<file path="src/rtl/ffpl_pkg.sv">
// Shared types and constants for the force field parameter lookup block.
// Used by the controller, the datapath and the top level.
package ffpl_pkg;
  localparam int unsigned MAX_TYPES = 100;
  localparam int unsigned KEY_W = 25;
  localparam int unsigned IDX_W = 10;
  localparam int unsigned TYPE_W = $clog2(MAX_TYPES);
  localparam int unsigned NUM_KINDS = 5;

  typedef enum logic [2:0] {
    KIND_BOND = 3'd0,
    KIND_ANGLE = 3'd1,
    KIND_TORSION = 3'd2,
    KIND_IMPROPER = 3'd3,
    KIND_HBOND = 3'd4
  } kind_t;

  localparam logic OP_LOAD = 1'b0;
  localparam logic OP_LOOKUP = 1'b1;

  localparam logic [2:0] REG_NUM_TYPES = 3'd0;
  // Table counts follow in kind order
  localparam logic [2:0] REG_COUNT_BASE = 3'd1;

  // Commands from controller to datapath
  typedef struct packed {
    logic load_item;   // capture input item
    logic key_mul1;    // first key product stage
    logic key_mul2;    // second key product stage
    logic bs_init;     // start binary search with selected key
    logic bs_step;     // issue a probe read
    logic bs_cmp;      // compare returned probe
    logic sel_wild;    // search uses wildcard key
    logic scan_init;   // start duplicate scan
    logic scan_step;   // issue a scan read
    logic scan_cmp;    // compare scanned entry
    logic write_key;   // store a key
    logic set_res_bs;  // result from search
    logic set_res_scan;
    logic set_res_zero;
    logic held_from_scan;
    logic held_clear;
  } ffpl_cmd_t;

  // Status from datapath to controller
  typedef struct packed {
    logic is_load;
    logic load_ok;
    logic kind_ok;
    logic dihedral;
    logic bs_done;
    logic bs_found;
    logic scan_done;
  } ffpl_sts_t;
endpackage

</file>
<file path="src/rtl/ffpl_ctrl.sv">
// Controller state machine for the parameter lookup block.
// Depends on ffpl_pkg for the command and status structs.
module ffpl_ctrl import ffpl_pkg::*; (
  input  logic      clk,
  input  logic      rst_n,
  input  logic      in_fire,
  input  logic      out_free,
  input  ffpl_sts_t sts,
  output ffpl_cmd_t cmd,
  output logic      busy,
  output logic      res_valid
);
  typedef enum logic [3:0] {
    S_IDLE, S_DEC, S_MUL1, S_MUL2, S_BS_INIT, S_BS_RD, S_BS_WAIT, S_BS_CMP,
    S_SC_INIT, S_SC_RD, S_SC_CMP, S_WILD, S_DONE
  } state_t;

  state_t state_r, state_nxt;
  logic   wild_r, wild_nxt;

  always_comb begin
    cmd = '0;
    state_nxt = state_r;
    wild_nxt = wild_r;
    res_valid = 1'b0;
    case (state_r)
      S_IDLE: begin
        if (in_fire) begin
          cmd.load_item = 1'b1;
          state_nxt = S_DEC;
        end
      end
      S_DEC: begin
        wild_nxt = 1'b0;
        if (sts.is_load) begin
          cmd.write_key = sts.load_ok;
          state_nxt = S_IDLE;
        end else if (!sts.kind_ok) begin
          cmd.set_res_zero = 1'b1;
          state_nxt = S_DONE;
        end else begin
          cmd.key_mul1 = 1'b1;
          state_nxt = S_MUL1;
        end
      end
      S_MUL1: begin
        cmd.key_mul2 = 1'b1;
        state_nxt = S_MUL2;
      end
      S_MUL2: state_nxt = S_BS_INIT;
      S_BS_INIT: begin
        cmd.bs_init = 1'b1;
        cmd.sel_wild = wild_r;
        state_nxt = S_BS_RD;
      end
      S_BS_RD: begin
        if (sts.bs_done) begin
          if (sts.dihedral && !wild_r) begin
            state_nxt = S_WILD;
          end else begin
            cmd.set_res_bs = 1'b1;
            state_nxt = S_DONE;
          end
        end else begin
          cmd.bs_step = 1'b1;
          state_nxt = S_BS_WAIT;
        end
      end
      S_BS_WAIT: state_nxt = S_BS_CMP;
      S_BS_CMP: begin
        cmd.bs_cmp = 1'b1;
        state_nxt = S_BS_RD;
      end
      S_WILD: begin
        if (sts.bs_found) begin
          cmd.scan_init = 1'b1;
          state_nxt = S_SC_RD;
        end else begin
          cmd.held_clear = 1'b1;
          wild_nxt = 1'b1;
          state_nxt = S_BS_INIT;
        end
      end
      S_SC_INIT: state_nxt = S_SC_RD;
      S_SC_RD: begin
        if (sts.scan_done) begin
          cmd.set_res_scan = 1'b1;
          cmd.held_from_scan = 1'b1;
          state_nxt = S_DONE;
        end else begin
          cmd.scan_step = 1'b1;
          state_nxt = S_SC_CMP;
        end
      end
      S_SC_CMP: begin
        cmd.scan_cmp = 1'b1;
        state_nxt = S_SC_RD;
      end
      S_DONE: begin
        res_valid = 1'b1;
        if (out_free) state_nxt = S_IDLE;
      end
      default: state_nxt = S_IDLE;
    endcase
  end

  assign busy = (state_r != S_IDLE);

  // Hold state
  always_ff @(posedge clk) begin
    if (!rst_n) begin
      state_r <= S_IDLE;
      wild_r <= 1'b0;
    end else begin
      state_r <= state_nxt;
      wild_r <= wild_nxt;
    end
  end
endmodule

</file>
<file path="config.mk">
export PLATFORM = sky130hd
export DESIGN_NAME = ffpl_ctrl
export DESIGN_NICKNAME = d
export VERILOG_FILES = /design/src/rtl/ffpl_pkg.sv /design/src/rtl/ffpl_ctrl.sv
export SDC_FILE = /design/constraint.sdc
export NUM_CORES = 1
export LEC_CHECK = 0
export BUFFER_PORTS_ARGS = -buffer_cell sky130_fd_sc_hd__buf_2
export CORE_AREA = 5 5 42 44
export DETAILED_ROUTE_END_ITERATION = 8
export DIE_AREA = 0 0 47 49
export PLACE_DENSITY = 0.79
export SYNTH_ARGS = -nofsm -noshare
export SYNTH_HDL_FRONTEND = slang
export SYNTH_SLANG_ARGS = --single-unit
</file>
<file path="constraint.sdc">
create_clock -name clk -period 1.62 [get_ports clk]
set_clock_uncertainty 0.2 [all_clocks]
set_input_delay 0.162 -clock clk [delete_from_list [all_inputs] [get_ports clk]]
set_output_delay 0.162 -clock clk [all_outputs]
set_load 0.02 [all_outputs]
</file>
# Word level (Yosys, flattened, before mapping)

Index checks and enable logic that the tools add are counted.

Register bits: 5
Input port bits: 11
Output and inout bits: 18
Word-level logic and storage cells: 66

Eq/ne operators: 15
Multiplexer cells: 40
Reduce and logical (&&, ||, !) cells: 9

Operators with widths:

| cell                 | count |
|---|---|
| $pmux W4 S11         | 1 |
| $mux W1              | 30 |
| $mux W4              | 6 |
| $eq A4 B4 Y1 const B | 5 |
| $eq A4 B3 Y1 const B | 4 |
| $eq A4 B2 Y1 const B | 2 |
| $mux W3              | 2 |
| $ne A2 B2 Y1 const B | 3 |
| $eq A4 B1 Y1 const B | 1 |
| $logic_not A4 Y1     | 1 |
| $reduce_and A2 Y1    | 2 |
| $reduce_bool A4 Y1   | 1 |
| $reduce_or A2 Y1     | 2 |
| $pmux W1 S2          | 1 |
| $reduce_bool A2 Y1   | 1 |
| $logic_and A1 B1 Y1  | 1 |
| $logic_not A1 Y1     | 1 |

# Depth between registers and ports, before layout

Gate-level depths: netlist (run 1).

Word-level depth: 5
Depth in mapped cells: 5
Gate-level depth less buffers: 4

# Worst setup path before layout (run 1)

No wires, ideal clock.

Path kind: register -> output
From: register state_r[0]
To: output cmd[9] (netlist name)
Arrival time: 1,322 ps
Required time: 1,258 ps
Slack: -64 ps
Stages on the path, launching flop included: 4
Buffers on the path: 1
Cells stage by stage: dfxtp_1 buf_2 nor4b_2 and2_1

RTL lines:

| item                   | line             | source |
|---|---|---|
| start, declared        | ffpl_ctrl.sv:18  | `state_t state_r, state_nxt;` |
| start signal, assigned | ffpl_ctrl.sv:115 | `state_r <= state_nxt;` |
| end, declared          | ffpl_ctrl.sv:9   | `output ffpl_cmd_t cmd,` |

==> results of run 1 <==
==> cell usage after synthesis <==
cell type	n
a211o_1	1
a21o_1	1
a21oi_1	4
a32oi_1	1
and2_1	2
and3_1	2
and4_1	1
and4b_4	1
and4bb_1	1
buf_2	2
buf_4	1
buf_6	2
dfxtp_1	5
inv_1	2
inv_2	1
nand2_1	5
nand2_2	1
nand2b_1	3
nand3_1	1
nand4_1	1
nand4bb_1	1
nor2_1	7
nor2_4	1
nor2b_1	3
nor3_1	1
nor3b_1	1
nor3b_2	1
nor4b_2	1
o211a_1	2
o211ai_1	1
o21a_1	1
o21ai_1	1
o31a_1	2
o31ai_1	1
o31ai_2	1
==> metrics by stage <==
step	utilization [%]	TNS [ns]
after global routing	60.1	-0.345
after floorplan	-	0
after CTS	56.0	-0.0728
after detailed placement	46.8	0
after global placement	46.8	0
final	60.1	-0.0604
==> cell families (layout without fill, tap and decap cells) <==
group | Yosys count | count (layout) | share of synthesized area [%]
buf+inv | 8 | 45 | 10.3
simple gates | 34 | 34 | 44.8
compound gates | 16 | 16 | 24.7
flops | 5 | 5 | 20.2
==> registers in the layout (all words and copies together) (netlist names) <==
| register | cells |
|---|---|
| state_r | 4 |
| wild_r | 1 |
==> worst max-delay path, delay by kind of cell, from the launching register on <==
| family | cells | cell delay [ns] |
|---|---|---|
| AND/OR/NAND/NOR | 2 | 0.46 |
| flip-flops | 1 | 0.37 |
| buffers and inverters | 2 | 0.24 |
==> cell type report <==
| class | count | area share (%) |
|---|---|---|
| repair buffers | 38 | 30.6 |
| multi-input cells | 50 | 48.9 |
| clock buffers | 4 | 3.12 |
| inverters | 3 | 1.34 |
| flip-flops and latches | 5 | 13.7 |
| well taps | 16 | 2.38 |
==> power by group <==
group	internal, mW	leakage (nW)	switching [mW]
Combinational	0.291	0.371	0.302
Clock	0.0934	0.0150	0.0557
Sequential	0.165	0.0437	0.0704
Total	0.548	0.430	0.428
==> routing by layer <==
metal  wire length, µm  vias to the layer above  track usage, %
met3                95                        2            2.95
li1                  -                      304               -
met5                 0                        -               0
met2               807                       16            23.1
met4                21                        0            6.91
met1               612                      284            15.9
==> how the worst max path moves through the flow <==
stage / cells after the start / end / slack [ns]
CTS: 4 / cmd[9] / -0.05
global route: 4 / cmd[9] / -0.10
detailed placement: 4 / state_r[1] / 0.06
global placement: 4 / state_r[1] / 0.11
finish: 4 / cmd[9] / -0.06
floorplan: 3 / cmd[9] / 0.08
==> repair_timing <==
item	CTS	global route
endpoints found under the hold margin	4	0
setup buffers	4	1
pin swaps	4	3
gates resized for setup	19	14
hold buffers	1	0
endpoints found under the setup margin	16	15
==> metrics.cfg, run 1 <==
[outcome]
outcome=finished with violations
failed_checks=setup timing

[timing]
min_period_over_period_pct=104
fmax_mhz=595
relSlewSlack_pct=83.7
setup_viol=1
tightest_slew_ns=0.243
finalCriticalPeriod_ns=1.68
finalHoldViolations=0
fin_ws_ns=-0.0604
hold_ws_ns=0.0337
rsz0062_at_grt=true
maxSlewViolCount=0

[floorplan]
core-area_um2=1400
rows=14
die_w_um=47
start_util_pct=35.4
die_area_um2=2300
ios=29
die_h_um=49

[setup_path]
crit_top_cell=buf_6
r2r_cells=5
slowest_delay_ns=0.37
reg2reg_slack_ns=0.16
startpoint_type=flip-flop
crit_type=reg2out
reg2reg_to=state_r[2]
crit_path_start=state_r[1]
worstPathMaxFanout=8
slowest_stage=dfxtp_4
end_kind=output pin
required_ns=1.26
r2r_start=state_r[2]
cp_data_arrival_time_ns=1.32
path_cells=buf_6, nor4b_4, and2_4, buf_6

[pwr]
finalPower_mw=0.976
p_per_area_nw_per_um2=1160
peakVddDrop_mv=0.780
power_leakage_nw=0.430

[routing]
drt_iter0_drc=12
wire_per_inst_um=13.3
vias=606
drc=0
totalWireLength_um=1540
drt-pass1-iter-count=4
routed_via_density=5.22
ant_nets=0

[synthesis]
synth-seq-cells=5
synth.yosys.seq_area_share_pct=20.2
yosysUniqueCellTypes=35
synth.area.top_cells=dfxtp_1, nor2_1, buf_6, a21oi_1, o211a_1
synth.largest_area_cell=dfxtp_1
synthCells=63
yosys_warnings=0
synthesis.nets=74
synth.cell_area_um2=497
post-synth-top-area-fraction_pct=20.2
syn_area_per_cell_um2=7.88

[global_route]
grt_usage_pct=13.9
grt_start_max_net_pins=13
grt_first_pass_wirelength_um=2370
grt_pass1_vias=550
antenna_found_initial=0
overflow=0

[placement]
place_area_um2=656
dp_slack_ns=0.0574
dpl.cell_count=106
gp_congestion=0.827
io_buffers=28
dp_hpwl_um=1110

[finish]
seq_area_um2=115
mostFrequentLayoutCell=buf_2
n_fill_cell=121
syn_to_final_growth_pct=69.5
final_nets=112
final-instance-count-excl-fill=116
multi_input_area_um2=412
final_cell_mix=buf_2, buf_4, nand2_1
drive_gt1_share_pct=59.0
final_cell_area_um2=842
antenna_cells=0

[clock_tree]
cts-root-buf=clkbuf_4
cts_num_sinks=5
clk_latency_ns=0.25
cts_tree=yes
path_clk_slew_ns=0.05
cts_buffers=3
cts_max_level=1
ctsLongestPathBuffers=2

[run]
maxCapViolations=0

[min_path]
min_from=in_fire
hold_path_end=state_r[0]
min_path_cells=3
hp-class=in2reg

Power figures use the tool's default switching activity.
==> run 2, diff against run 1 <==
--- a/config.mk
+++ b/config.mk
@@ -13,3 +13,4 @@
 export SYNTH_ARGS = -nofsm -noshare
 export SYNTH_HDL_FRONTEND = slang
 export SYNTH_SLANG_ARGS = --single-unit
+export TNS_END_PERCENT = 5
==> run 2 against run 1 <==
Effect of this change: the run still ends with setup timing left; core utilization unchanged; worst setup slack unchanged; clock power about the same; flip-flop and latch count unchanged; power unchanged; die area unchanged; first-iteration DRC count unchanged; hold slack unchanged; critical path depth unchanged; global-route usage unchanged; sequential share of layout area unchanged; via count unchanged; largest power group unchanged.
==> metrics.cfg, run 2 (synthesis results as in run 1) <==
[timing]
min_period_over_period_pct=104  ; unchanged
tightest_slew_ns=0.243  ; unchanged
rsz0062_at_grt=true
fmax_mhz=595  ; unchanged
maxSlewViolCount=0  ; unchanged
finalHoldViolations=0  ; unchanged
setup_viol=1  ; unchanged
finalCriticalPeriod_ns=1.68  ; unchanged
fin_ws_ns=-0.0604  ; unchanged
relSlewSlack_pct=83.7  ; unchanged

[setup_path]
end_kind=output pin
path_cells=buf_6, nor4b_4, and2_4, buf_6
r2r_start=state_r[2]
startpoint_type=flip-flop
slowest_stage=dfxtp_4
crit_type=reg2out
required_ns=1.26  ; about the same
critPathBufInv=2  ; unchanged
reg2reg_to=state_r[2]
slowest_delay_ns=0.37  ; about the same
crit_family=simple AND/OR/NAND/NOR gates
r2r_cells=5  ; unchanged
reg2reg_slack_ns=0.16  ; about the same
worstPathMaxFanout=8  ; unchanged
crit_top_cell=buf_6
cp_data_arrival_time_ns=1.32  ; about the same

[finish]
top_register=state_r
final-instance-count-excl-fill=116  ; unchanged
mostFrequentLayoutCell=buf_2
largest_reg_flops=4  ; unchanged
final_cell_mix=buf_2, buf_4, nand2_1
reg_top3=state_r (4), wild_r (1)
drive_gt1_share_pct=59.0  ; unchanged
final_nets=112  ; unchanged
final_util_pct=60.1  ; unchanged
syn_to_final_growth_pct=69.5  ; unchanged
antenna_cells=0  ; unchanged

[global_route]
grt_pass1_vias=550  ; unchanged
grt_start_max_net_pins=13  ; unchanged
grt_usage_pct=13.9  ; unchanged
grt_first_pass_wirelength_um=2370  ; unchanged
overflow=0  ; unchanged
antenna_found_initial=0  ; unchanged

[outcome]
failed_checks=setup timing
outcome=finished with violations

[clock_tree]
cts-root-buf=clkbuf_4
path_clk_slew_ns=0.05  ; about the same
cts_max_level=1  ; unchanged
cts_buffers=3  ; unchanged
ctsLongestPathBuffers=2  ; unchanged
cts_num_sinks=5  ; unchanged
clk_latency_ns=0.25  ; about the same
cts_tree=yes

[floorplan]
die_area_um2=2300  ; unchanged
ios=29  ; unchanged
die_h_um=49  ; unchanged
start_util_pct=35.4  ; unchanged
core-area_um2=1400  ; unchanged
die_w_um=47  ; unchanged
rows=14  ; unchanged

[routing]
totalWireLength_um=1540  ; unchanged
routed_via_density=5.22  ; unchanged
drc=0  ; unchanged
drt_iter0_drc=12  ; unchanged
ant_nets=0  ; unchanged
wire_per_inst_um=13.3  ; unchanged
drt-pass1-iter-count=4  ; unchanged
vias=606  ; unchanged

[min_path]
hp-class=in2reg
min_from=in_fire
hold_path_end=state_r[0]
min_path_cells=3  ; unchanged

[placement]
dpl.cell_count=106  ; unchanged
dp_hpwl_um=1110  ; unchanged
io_buffers=28  ; unchanged
gp_congestion=0.827  ; unchanged

[pwr]
peakVddDrop_mv=0.780  ; unchanged
power_leakage_nw=0.430  ; unchanged
p_per_area_nw_per_um2=1160  ; unchanged

[run]
maxCapViolations=0  ; unchanged

run 2: cell counts in the layout (fill, tap and decap cells not counted):
Identical to the previous run, type by type.
run 2: what timing repair did:
item                                    in CTS  in global routing
gates resized for setup                     19                 14
hold buffers                                 1                  0
endpoints found under the hold margin        4                  0
setup buffers                                4                  1
endpoints found under the setup margin      16                 15
pin swaps                                    4                  3
run 2: cell type report:
cell class                      instances  area [µm²]
Sequential cell                         5         115
Fill cell                             121         559
Timing Repair Buffer                   38         258
Tap cell                               16        20.0
Clock buffer                            4        26.3
Inverter                                3        11.3
Multi-Input combinational cell         50         412
run 2: worst min-delay path: cells and delay by family:
kind | cells | cell delay (ns)
buf+inv | 1 | 0.10
simple gates | 1 | 0.09
compound gates | 1 | 0.09
run 2: how the worst max path moves through the flow:
| stage | start | endpoint | cells past startpoint | slack, ns |
|---|---|---|---|---|
| 2_1_floorplan | state_r[0] | cmd[9] | 3 | 0.08 |
| 3_3_place_gp | state_r[2] | state_r[1] | 4 | 0.11 |
| 3_5_place_dp | state_r[2] | state_r[1] | 4 | 0.06 |
| 4_1_cts | state_r[3] | cmd[9] | 4 | -0.05 |
| 5_1_grt | state_r[1] | cmd[9] | 4 | -0.10 |
| 6_report | state_r[1] | cmd[9] | 4 | -0.06 |
run 2: metrics by stage:
step	hold WS (ns)	setup WS, ns	TNS (ns)	power (mW)	area (µm²)
6_report	0.0337	-0.0604	-0.0604	0.976	842
5_1_grt	0.0721	-0.104	-0.345	1.04	842
2_1_floorplan	0.0795	0.0755	0	0.525	505
4_1_cts	0.0292	-0.0459	-0.0728	0.915	785
3_3_place_gp	0.238	0.109	0	0.647	656
3_5_place_dp	0.243	0.0574	0	0.651	656
run 2: report_power, final:
part	total [mW]	switching (mW)	internal [mW]
combinational	0.592	0.302	0.291
clock	0.149	0.0557	0.0934
sequential	0.235	0.0704	0.165
run 2: layer usage:
metal  global-route usage (%)  up-vias  wire, µm
met5                        0        -         0
met1                     15.9      284       612
met3                     2.95        2        95
met4                     6.91        0        21
li1                         -      304         -
met2                     23.1       16       807
